<file path="src/rtl/trp_pkg.sv">
// ----------------------------------------------------------------------------
// trp_pkg: shared types and constants of the thermal row packetizer
// Pixel and byte payload structs, the front-to-back job record and the
// constants that several files use.
// ----------------------------------------------------------------------------
package trp_pkg;

    localparam int          PIXELS_PER_ROW_DEF = 32;
    localparam int          QUEUE_DEPTH        = 4;
    localparam logic [7:0]  MARKER_RESET       = 8'hFE;
    localparam logic [7:0]  CRC_POLY           = 8'h8C;
    // x / 5 == (x * 0xCCCD) >> 18 for any 16-bit x
    localparam logic [15:0] RECIP_5            = 16'hCCCD;
    localparam int          RECIP_SHIFT        = 18;

    typedef struct packed {
        logic signed [15:0] pixel_value;
        logic [7:0]         row_id;
        logic [7:0]         sequence_number;
    } t_pix_in;

    typedef struct packed {
        logic [7:0] out_byte;
        logic       is_last;
        logic       range_error;
    } t_byte_out;

    // one unit of work for the back end: header, one data group, CRC, or a mix
    typedef struct packed {
        logic        hdr;
        logic        grp;
        logic        last;
        logic [7:0]  row_id;
        logic [7:0]  seq;
        logic [39:0] word;
        logic        err;
    } t_job;

    typedef struct packed {
        logic                             empty;
        logic [$clog2(QUEUE_DEPTH+1)-1:0] count;
    } t_q_stat;

endpackage

</file>
<file path="src/rtl/trp_front.sv">
// ----------------------------------------------------------------------------
// trp_front: pixel intake, divide by five and group packing
// Stage one registers the reciprocal product; stage two extracts the
// quotient, packs four 10-bit values into a 40-bit word and posts jobs.
// ----------------------------------------------------------------------------
module trp_front #(
    parameter int PIXELS_PER_ROW = trp_pkg::PIXELS_PER_ROW_DEF
) (
    input  logic             i_clk,
    input  logic             i_rst_n,
    input  logic             i_in_valid,
    output logic             o_in_stall,
    input  trp_pkg::t_pix_in i_in_data,
    input  trp_pkg::t_q_stat i_q_stat,
    output logic             o_push,
    output trp_pkg::t_job    o_job
);
    import trp_pkg::*;

    localparam int PW = $clog2(PIXELS_PER_ROW);

    logic        accept;
    logic        neg;
    logic [15:0] raw;
    logic [15:0] mag;

    logic        r_m_valid;
    logic [31:0] r_prod;
    logic        r_neg;
    logic [7:0]  r_row;
    logic [7:0]  r_seq;

    logic [PW-1:0] r_pos;
    logic [29:0]   r_pend;
    logic          r_gerr;

    logic [12:0] qm;
    logic [12:0] qm_neg;
    logic [9:0]  q10;
    logic        err;
    logic        pos_first;
    logic        pos_last;
    logic        grp_end;
    logic [39:0] w40;
    logic [39:0] word;

    // room is reserved for the item already in the multiply stage
    assign o_in_stall = ($clog2(QUEUE_DEPTH+2))'(i_q_stat.count) +
                        ($clog2(QUEUE_DEPTH+2))'(r_m_valid) >=
                        ($clog2(QUEUE_DEPTH+2))'(QUEUE_DEPTH);
    assign accept = i_in_valid && !o_in_stall;

    assign raw = i_in_data.pixel_value;
    assign neg = raw[15];
    assign mag = neg ? (~raw + 16'd1) : raw;

    always_ff @(posedge i_clk) begin
        if (!i_rst_n) begin
            r_m_valid <= 1'b0;
        end else begin
            r_m_valid <= accept;
        end
        if (accept) begin
            r_prod <= 32'(mag) * 32'(RECIP_5);
            r_neg  <= neg;
            r_row  <= i_in_data.row_id;
            r_seq  <= i_in_data.sequence_number;
        end
    end

    assign qm     = r_prod[RECIP_SHIFT +: 13];
    assign qm_neg = 13'd0 - qm;
    assign q10    = r_neg ? qm_neg[9:0] : qm[9:0];
    assign err    = (r_neg && qm != 13'd0) || (qm[12:10] != 3'd0);

    assign pos_first = r_pos == '0;
    assign pos_last  = r_pos == PW'(PIXELS_PER_ROW - 1);
    assign grp_end   = (r_pos[1:0] == 2'd3) || pos_last;

    // a short group is padded with zero values at the tail
    assign w40 = {r_pend, q10};
    always_comb begin
        case (r_pos[1:0])
            2'd0:    word = w40 << 30;
            2'd1:    word = w40 << 20;
            2'd2:    word = w40 << 10;
            default: word = w40;
        endcase
    end

    assign o_push     = r_m_valid && (pos_first || grp_end);
    assign o_job.hdr  = pos_first;
    assign o_job.grp  = grp_end;
    assign o_job.last = pos_last;
    assign o_job.row_id = r_row;
    assign o_job.seq  = r_seq;
    assign o_job.word = word;
    assign o_job.err  = r_gerr | err;

    always_ff @(posedge i_clk) begin
        if (!i_rst_n) begin
            r_pos  <= '0;
            r_pend <= '0;
            r_gerr <= 1'b0;
        end else if (r_m_valid) begin
            r_pos <= pos_last ? '0 : r_pos + PW'(1);
            if (grp_end) begin
                r_pend <= '0;
                r_gerr <= 1'b0;
            end else begin
                r_pend <= {r_pend[19:0], q10};
                r_gerr <= r_gerr | err;
            end
        end
    end

endmodule

</file>
<file path="src/rtl/trp_queue.sv">
// ----------------------------------------------------------------------------
// trp_queue: short job queue between front and back
// Flop-based FIFO, head visible combinationally, one push and one pop a cycle.
// ----------------------------------------------------------------------------
module trp_queue #(
    parameter int DEPTH = trp_pkg::QUEUE_DEPTH
) (
    input  logic             i_clk,
    input  logic             i_rst_n,
    input  logic             i_push,
    input  trp_pkg::t_job    i_job,
    input  logic             i_pop,
    output trp_pkg::t_job    o_head,
    output trp_pkg::t_q_stat o_stat
);
    import trp_pkg::*;

    localparam int AW = (DEPTH > 1) ? $clog2(DEPTH) : 1;
    localparam int CW = $clog2(DEPTH + 1);

    t_job          r_mem [DEPTH];
    logic [AW-1:0] r_wr;
    logic [AW-1:0] r_rd;
    logic [CW-1:0] r_count;

    always_ff @(posedge i_clk) begin
        if (i_push) begin
            r_mem[r_wr] <= i_job;
        end
    end

    always_ff @(posedge i_clk) begin
        if (!i_rst_n) begin
            r_wr    <= '0;
            r_rd    <= '0;
            r_count <= '0;
        end else begin
            if (i_push) begin
                r_wr <= (r_wr == AW'(DEPTH - 1)) ? '0 : r_wr + AW'(1);
            end
            if (i_pop) begin
                r_rd <= (r_rd == AW'(DEPTH - 1)) ? '0 : r_rd + AW'(1);
            end
            r_count <= r_count + CW'(i_push) - CW'(i_pop);
        end
    end

    assign o_head       = r_mem[r_rd];
    assign o_stat.empty = r_count == '0;
    assign o_stat.count = r_count;

endmodule

</file>
<file path="src/rtl/trp_back.sv">
// ----------------------------------------------------------------------------
// trp_back: byte sequencer with running CRC-8
// Walks each job through the header, data and CRC bytes that it carries, one
// byte a cycle while the output is not stalled, into a registered output stage.
// ----------------------------------------------------------------------------
module trp_back (
    input  logic               i_clk,
    input  logic               i_rst_n,
    input  trp_pkg::t_job      i_head,
    input  trp_pkg::t_q_stat   i_q_stat,
    output logic               o_pop,
    input  logic [7:0]         i_start_marker,
    output logic               o_out_valid,
    input  logic               i_out_stall,
    output trp_pkg::t_byte_out o_out_data
);
    import trp_pkg::*;

    typedef enum logic [3:0] {
        ST_MARKER, ST_ROW, ST_SEQ, ST_D0, ST_D1, ST_D2, ST_D3, ST_D4, ST_CRC
    } t_step;

    function automatic logic [7:0] crc8_upd(input logic [7:0] c, input logic [7:0] b);
        logic [7:0] r;
        logic [7:0] d;
        r = c;
        d = b;
        for (int k = 0; k < 8; k++) begin
            if (r[0] ^ d[0]) begin
                r = (r >> 1) ^ CRC_POLY;
            end else begin
                r = r >> 1;
            end
            d = d >> 1;
        end
        return r;
    endfunction

    logic      r_busy;
    t_job      r_job;
    t_step     r_step;
    logic [7:0] r_crc;
    logic      r_out_valid;
    t_byte_out r_out_data;

    logic      out_free;
    logic      emit;
    logic      fin;
    t_step     n_step;
    t_step     first_step;
    t_byte_out cur;
    logic [7:0] crc_in;

    assign out_free = !r_out_valid || !i_out_stall;
    assign emit     = r_busy && out_free;

    always_comb begin
        fin    = 1'b0;
        n_step = r_step;
        unique case (r_step)
            ST_SEQ: begin
                if (r_job.grp) begin
                    n_step = ST_D0;
                end else if (r_job.last) begin
                    n_step = ST_CRC;
                end else begin
                    fin = 1'b1;
                end
            end
            ST_D4: begin
                if (r_job.last) begin
                    n_step = ST_CRC;
                end else begin
                    fin = 1'b1;
                end
            end
            ST_CRC:  fin = 1'b1;
            default: n_step = t_step'(r_step + 4'd1);
        endcase
    end

    always_comb begin
        if (i_head.hdr) begin
            first_step = ST_MARKER;
        end else if (i_head.grp) begin
            first_step = ST_D0;
        end else begin
            first_step = ST_CRC;
        end
    end

    always_comb begin
        cur.is_last     = 1'b0;
        cur.range_error = 1'b0;
        unique case (r_step)
            ST_MARKER: cur.out_byte = i_start_marker;
            ST_ROW:    cur.out_byte = r_job.row_id;
            ST_SEQ:    cur.out_byte = r_job.seq;
            ST_D0:     cur.out_byte = r_job.word[39:32];
            ST_D1:     cur.out_byte = r_job.word[31:24];
            ST_D2:     cur.out_byte = r_job.word[23:16];
            ST_D3:     cur.out_byte = r_job.word[15:8];
            ST_D4:     cur.out_byte = r_job.word[7:0];
            ST_CRC: begin
                cur.out_byte = r_crc;
                cur.is_last  = 1'b1;
            end
            default:   cur.out_byte = '0;
        endcase
        if (r_step inside {ST_D0, ST_D1, ST_D2, ST_D3, ST_D4}) begin
            cur.range_error = r_job.err;
        end
    end

    assign crc_in = (r_step == ST_MARKER) ? 8'd0 : r_crc;
    assign o_pop  = !i_q_stat.empty && (!r_busy || (emit && fin));

    always_ff @(posedge i_clk) begin
        if (!i_rst_n) begin
            r_busy      <= 1'b0;
            r_step      <= ST_MARKER;
            r_crc       <= '0;
            r_out_valid <= 1'b0;
        end else begin
            if (o_pop) begin
                r_busy <= 1'b1;
                r_job  <= i_head;
                r_step <= first_step;
            end else if (emit) begin
                r_busy <= !fin;
                r_step <= n_step;
            end
            if (emit) begin
                r_out_data <= cur;
                r_crc      <= (r_step == ST_CRC) ? 8'd0 : crc8_upd(crc_in, cur.out_byte);
            end
            if (out_free) begin
                r_out_valid <= emit;
            end
        end
    end

    assign o_out_valid = r_out_valid;
    assign o_out_data  = r_out_data;

endmodule

</file>
<file path="src/rtl/thermal_row_packetizer.sv">
// ----------------------------------------------------------------------------
// thermal_row_packetizer: thermal pixel row to CRC-8 framed byte stream
// Divides each pixel by five, packs 10-bit values four to five bytes and
// frames each row with a marker, row id, sequence byte and CRC-8.
// ----------------------------------------------------------------------------
// The front end takes one pixel per cycle while its four-entry job queue has
// room; a pixel's job is pushed after the multiply stage and, with the byte
// sequencer idle, popped and its first byte registered at the output. The
// byte sequencer sets the sustained rate: one output byte per cycle while the
// output is not stalled. Each row makes 4 + 5*ceil(PIXELS_PER_ROW/4) bytes
// (44 for 32 pixels), and the input stalls whenever the queue fills. row_id
// and sequence_number are taken from the row's first pixel. start_marker may
// only be written while no packet is in progress.
module thermal_row_packetizer #(
    parameter int PIXELS_PER_ROW = trp_pkg::PIXELS_PER_ROW_DEF
) (
    input  logic               i_clk,
    input  logic               i_rst_n,
    input  logic               i_in_valid,
    output logic               o_in_stall,
    input  trp_pkg::t_pix_in   i_in_data,
    output logic               o_out_valid,
    input  logic               i_out_stall,
    output trp_pkg::t_byte_out o_out_data,
    input  logic               i_cfg_we,
    input  logic [7:0]         i_cfg_data
);
    import trp_pkg::*;

    logic [7:0] r_start_marker;
    logic       push;
    logic       pop;
    t_job       job;
    t_job       head;
    t_q_stat    q_stat;

    always_ff @(posedge i_clk) begin
        if (!i_rst_n) begin
            r_start_marker <= MARKER_RESET;
        end else if (i_cfg_we) begin
            r_start_marker <= i_cfg_data;
        end
    end

    trp_front #(
        .PIXELS_PER_ROW(PIXELS_PER_ROW)
    ) u_front (
        .i_clk      (i_clk),
        .i_rst_n    (i_rst_n),
        .i_in_valid (i_in_valid),
        .o_in_stall (o_in_stall),
        .i_in_data  (i_in_data),
        .i_q_stat   (q_stat),
        .o_push     (push),
        .o_job      (job)
    );

    trp_queue #(
        .DEPTH(QUEUE_DEPTH)
    ) u_queue (
        .i_clk   (i_clk),
        .i_rst_n (i_rst_n),
        .i_push  (push),
        .i_job   (job),
        .i_pop   (pop),
        .o_head  (head),
        .o_stat  (q_stat)
    );

    trp_back u_back (
        .i_clk          (i_clk),
        .i_rst_n        (i_rst_n),
        .i_head         (head),
        .i_q_stat       (q_stat),
        .o_pop          (pop),
        .i_start_marker (r_start_marker),
        .o_out_valid    (o_out_valid),
        .i_out_stall    (i_out_stall),
        .o_out_data     (o_out_data)
    );

    // queue bookkeeping
    a_no_overflow: assert property (@(posedge i_clk) disable iff (!i_rst_n)
        push && !pop |-> q_stat.count < ($clog2(QUEUE_DEPTH+1))'(QUEUE_DEPTH))
        else $error("job pushed into full queue");

    a_no_underflow: assert property (@(posedge i_clk) disable iff (!i_rst_n)
        pop |-> !q_stat.empty)
        else $error("job popped from empty queue");

    a_full_stalls: assert property (@(posedge i_clk) disable iff (!i_rst_n)
        q_stat.count == ($clog2(QUEUE_DEPTH+1))'(QUEUE_DEPTH) |-> o_in_stall)
        else $error("input open while queue full");

    // CRC byte never carries a range flag
    a_last_clean: assert property (@(posedge i_clk) disable iff (!i_rst_n)
        o_out_valid && o_out_data.is_last |-> !o_out_data.range_error)
        else $error("range flag on CRC byte");

endmodule
</file>
<file path="config.mk">
export PLATFORM = sky130hd
export DESIGN_NAME = thermal_row_packetizer
export DESIGN_NICKNAME = d
export VERILOG_FILES = /design/src/rtl/trp_pkg.sv /design/src/rtl/trp_front.sv /design/src/rtl/trp_queue.sv /design/src/rtl/trp_back.sv /design/src/rtl/thermal_row_packetizer.sv
export SDC_FILE = /design/constraint.sdc
export NUM_CORES = 1
export LEC_CHECK = 0
export BUFFER_PORTS_ARGS = -buffer_cell sky130_fd_sc_hd__buf_2
export CORE_ASPECT_RATIO = 1.75
export CORE_MARGIN = 2
export CORE_UTILIZATION = 42
export DETAILED_ROUTE_END_ITERATION = 10
export GPL_TIMING_DRIVEN = 1
export SLEW_MARGIN = 20
export SYNTH_ARGS = -nofsm -noshare
export SYNTH_HDL_FRONTEND = slang
export SYNTH_SLANG_ARGS = --single-unit
</file>
<file path="constraint.sdc">
create_clock -name i_clk -period 11.7 [get_ports i_clk]
set_input_delay 2.34 -clock i_clk [delete_from_list [all_inputs] [get_ports i_clk]]
set_output_delay 2.34 -clock i_clk [all_outputs]
set_load 0.02 [all_outputs]
</file>
==> results.md <==
* Fmax at around 0.12 GHz
* Yosys reg bits at just over 400
* Detailed Routing Iterations Pass 1 at 5
* Remaining DRCs at 0
* Synth Flop Type: edfxtp_1
* Total number of vias at 12.0k
* WL/cell at around 20 um
* CP max FO at 6
* Type of the worst min-delay path: reg -> reg
* Clock Power Share at between 10% and 20%
* # setup viols final at 0
* Crit start category: input port
* Sequential Power Share at between 30% and 40%
* Vias in the first global route at 12.7k
* Synth top area share at about 48%
* Fin worst setup slack at around 3200 ps
* DR vias/cell at between 5 and 6
* Clock skew at around 24 ps
* Worst Setup SP: i_in_data[18]
* Worst-path clk slew at 70 ps
* Share of cells above drive strength 1 at a little over an eighth
* Syn_nets at 1795
* Synth warn at 0
* Footprint of the multi-input gates at around 8600 um^2
* Clk buf depth at 3
* Largest net degree at the start of global routing at 67
* Minimum clock period at 8540 ps
* Synth area leaders: edfxtp_1, ha_1, fa_1, dfxtp_1, mux4_2
* Combinational Power Share at 51.1%
* Post-synth top area cell: edfxtp_1
* Starting density of the core at 42.4%
* Worst setup EP type: register
* Pre-CTS setup slack at between 2000 and 3000 ps
* Clock Tree Root: clkbuf_16
* Number of port buffers at 56
* Number of nets with antenna violations after routing at 0
* First-pass GRT wire length at slightly above 70 mm
* CP bufs+invs at 6
* Post-CTS Setup Bufs at 0
* Post-Syn Area at approximately 21000 um^2
* Skew-Pair Late Insertion Delay at around 520 ps
* Measured slew at the worst slew-check pin at 953 ps
* Antenna fix cells at 0
* Status: finished, final reports clean
* P_int at ~0.0041 W
* WHS at 496 ps
* RSZ-0062 raised after global routing: no
* Switching portion of total power at around 38%
* Max Cap Violations at 0
* HPWL after DPL at approximately 34 mm
* NetSw at 0.00255 W
* TritonCTS clock tree: yes
* CP Data Required Time at around 12000 ps
* Syn Area/Cell at about 14 um^2
* Slew headroom at between 30% and 40%
* Congestion Overflow GR at 0
* Async SR Flop Fraction at 0%
* GP Congestion at a little over 0.9
* Reg-to-reg slack, setup at 7890 ps
* FILL cells at 4372
* Die width at between 150 and 200 um
* Post-CTS resize count at 0
* Register area at approximately 12000 um^2
* Kind of critical path: in -> reg
* Maximum vdd drop at about 0.22 mV
* Placement row count at 108
* LEAKAGE at between 8 and 9 nW
* Total I/O pin count at between 50 and 60
* All-layer global routing usage at between 10% and 20%
* Initial antenna violation count at 0
* Final Hold Violating Endpoints at 0
* Setup tns final at 0 ps
* Total wire length at between 40 and 50 mm
* Worst path slowest cell: or4b_1
* Crit path max-delay family: adder cells
* Drt first-iter violations at 600
* Pwr dens at about 290 nW/um^2
* Area Growth Syn to Fin at 10.4%
* Max Slew Vio Count at 0
* Post-synth cell types at 72
* Core area at 49600 um^2
* Die height at 300 um
* Die area at around 52000 um^2
* Critical R2R Launch: u_front.r_pos[0]
* Number of buffers inserted by hold repair at cts at 0
* Post-Syn Instances at ~1.5k
* Register area share after synthesis at approximately 55%
* Worst Min Path Start: r_start_marker[3]
* Tcrit/Tclk final at approximately 73%
* CTS Buf Count at 35
* # H-tree levels at 2
* Worst path max stage delay at approximately 700 ps
* Layout Nets at ~1.9k
* Clk sinks at about 410
* CP arrival at approximately 9000 ps
* EDFF count, synth at 339
==> cell families (layout without fill, tap and decap cells) <==
logic type               after synthesis  count (layout)  synth area share (%)
flip-flops                           407             407                  54.9
AND/OR/NAND/NOR                      268             268                  6.32
buffers and inverters                245             327                  4.46
AO/OA/AOI/OAI                        231             231                  7.48
adder cells (fa/ha/maj)              214             214                  15.3
multiplexers                          88              88                  7.79
XOR/XNOR                              83              83                  3.75
==> power groups by stage <==
| stage | Sequential (W) | Clock (W) | Combinational [W] |
|---|---|---|---|
| 2_1_floorplan | 0.00205 | 0 | 0.00263 |
| 3_3_place_gp | 0.00210 | 0 | 0.00340 |
| 3_5_place_dp | 0.00211 | 0 | 0.00344 |
| 4_1_cts | 0.00208 | 0.00119 | 0.00346 |
| 5_1_grt | 0.00210 | 0.00124 | 0.00387 |
| 6_report | 0.00208 | 0.00117 | 0.00338 |
==> registers in the layout, indices dropped and copies added (netlist names), 2 cells and up, named ones only <==
| signal | count |
|---|---|
| u_queue.r_mem | 240 |
| u_back.r_job | 59 |
| u_front.r_pend | 30 |
| u_front.r_prod | 13 |
| u_back.o_out_data | 10 |
| r_start_marker | 8 |
| u_back.r_crc | 8 |
| u_front.r_row | 8 |
| u_front.r_seq | 8 |
| u_front.r_pos | 5 |
| u_back.r_step | 4 |
| u_queue.r_count | 3 |
| u_queue.r_rd | 2 |
| u_queue.r_wr | 2 |
==> layout by cell type (no fill, tap or decap), types with 27 or more instances in the layout <==
cell type    n
a21oi_1     76
buf_2       56
clkbuf_16   35
dfxtp_1     66
edfxtp_1   339
fa_1        73
ha_1       140
inv_1      180
mux4_2      60
nand2_1     67
nor2_1      73
nor2b_1     27
o21ai_0     28
xnor2_1     57
==> final cells by class <==
cell class / count / share of cell area [%]
inverter: 186 / 3.01
timing repair buffer: 79 / 1.95
tap: 660 / 3.56
sequential: 407 / 49.7
clock buffer: 47 / 4.05
clock inverter: 15 / 0.798
multi-input combinational: 884 / 36.9
==> metal layers <==
metal / global-route usage [%] / share of wire, %
met5: 0 / 0
met4: 8.88 / 5.0
met3: 1.47 / 2.1
met2: 36.7 / 58
met1: 17.9 / 35
==> worst min-delay path, stage by stage (launching register included) <==
cell	delay (ps)
dfxtp_1	340
mux2i_1	70
nand2_1	60
==> metrics by stage <==
step	std cells	instance area (um^2)	total power (W)	util (%)
6_report	2278	23200	0.00663	46.8
3_5_place_dp	2216	22100	0.00555	44.5
5_1_grt	2278	23200	0.00721	46.8
4_1_cts	2278	23200	0.00673	46.8
2_1_floorplan	1536	21000	0.00468	-
3_3_place_gp	2216	22100	0.00550	44.5
==> synthesized netlist by cell type, drive strengths merged, types with 23 or more instances <==
master and number:
inv 185, clkbuf 36, mux2i 25, xnor2 59
edfxtp 339, nor2b 28, fa 73, a21oi 76
ha 141, buf 23, nand2 67, dfxtp 68
o21ai 38, nor2 73, nand3 24, mux4 60
and2 23
==> path summary, 6_finish.rpt <==
kind	endpoint	cells after the start
worst min register to register	r_start_marker[3]	2
worst max-delay path	u_front.r_prod[30]	25
worst min-delay path	r_start_marker[3]	2
worst max register to register	u_queue.r_mem[0][40]	6
Power figures use the tool's default switching activity.
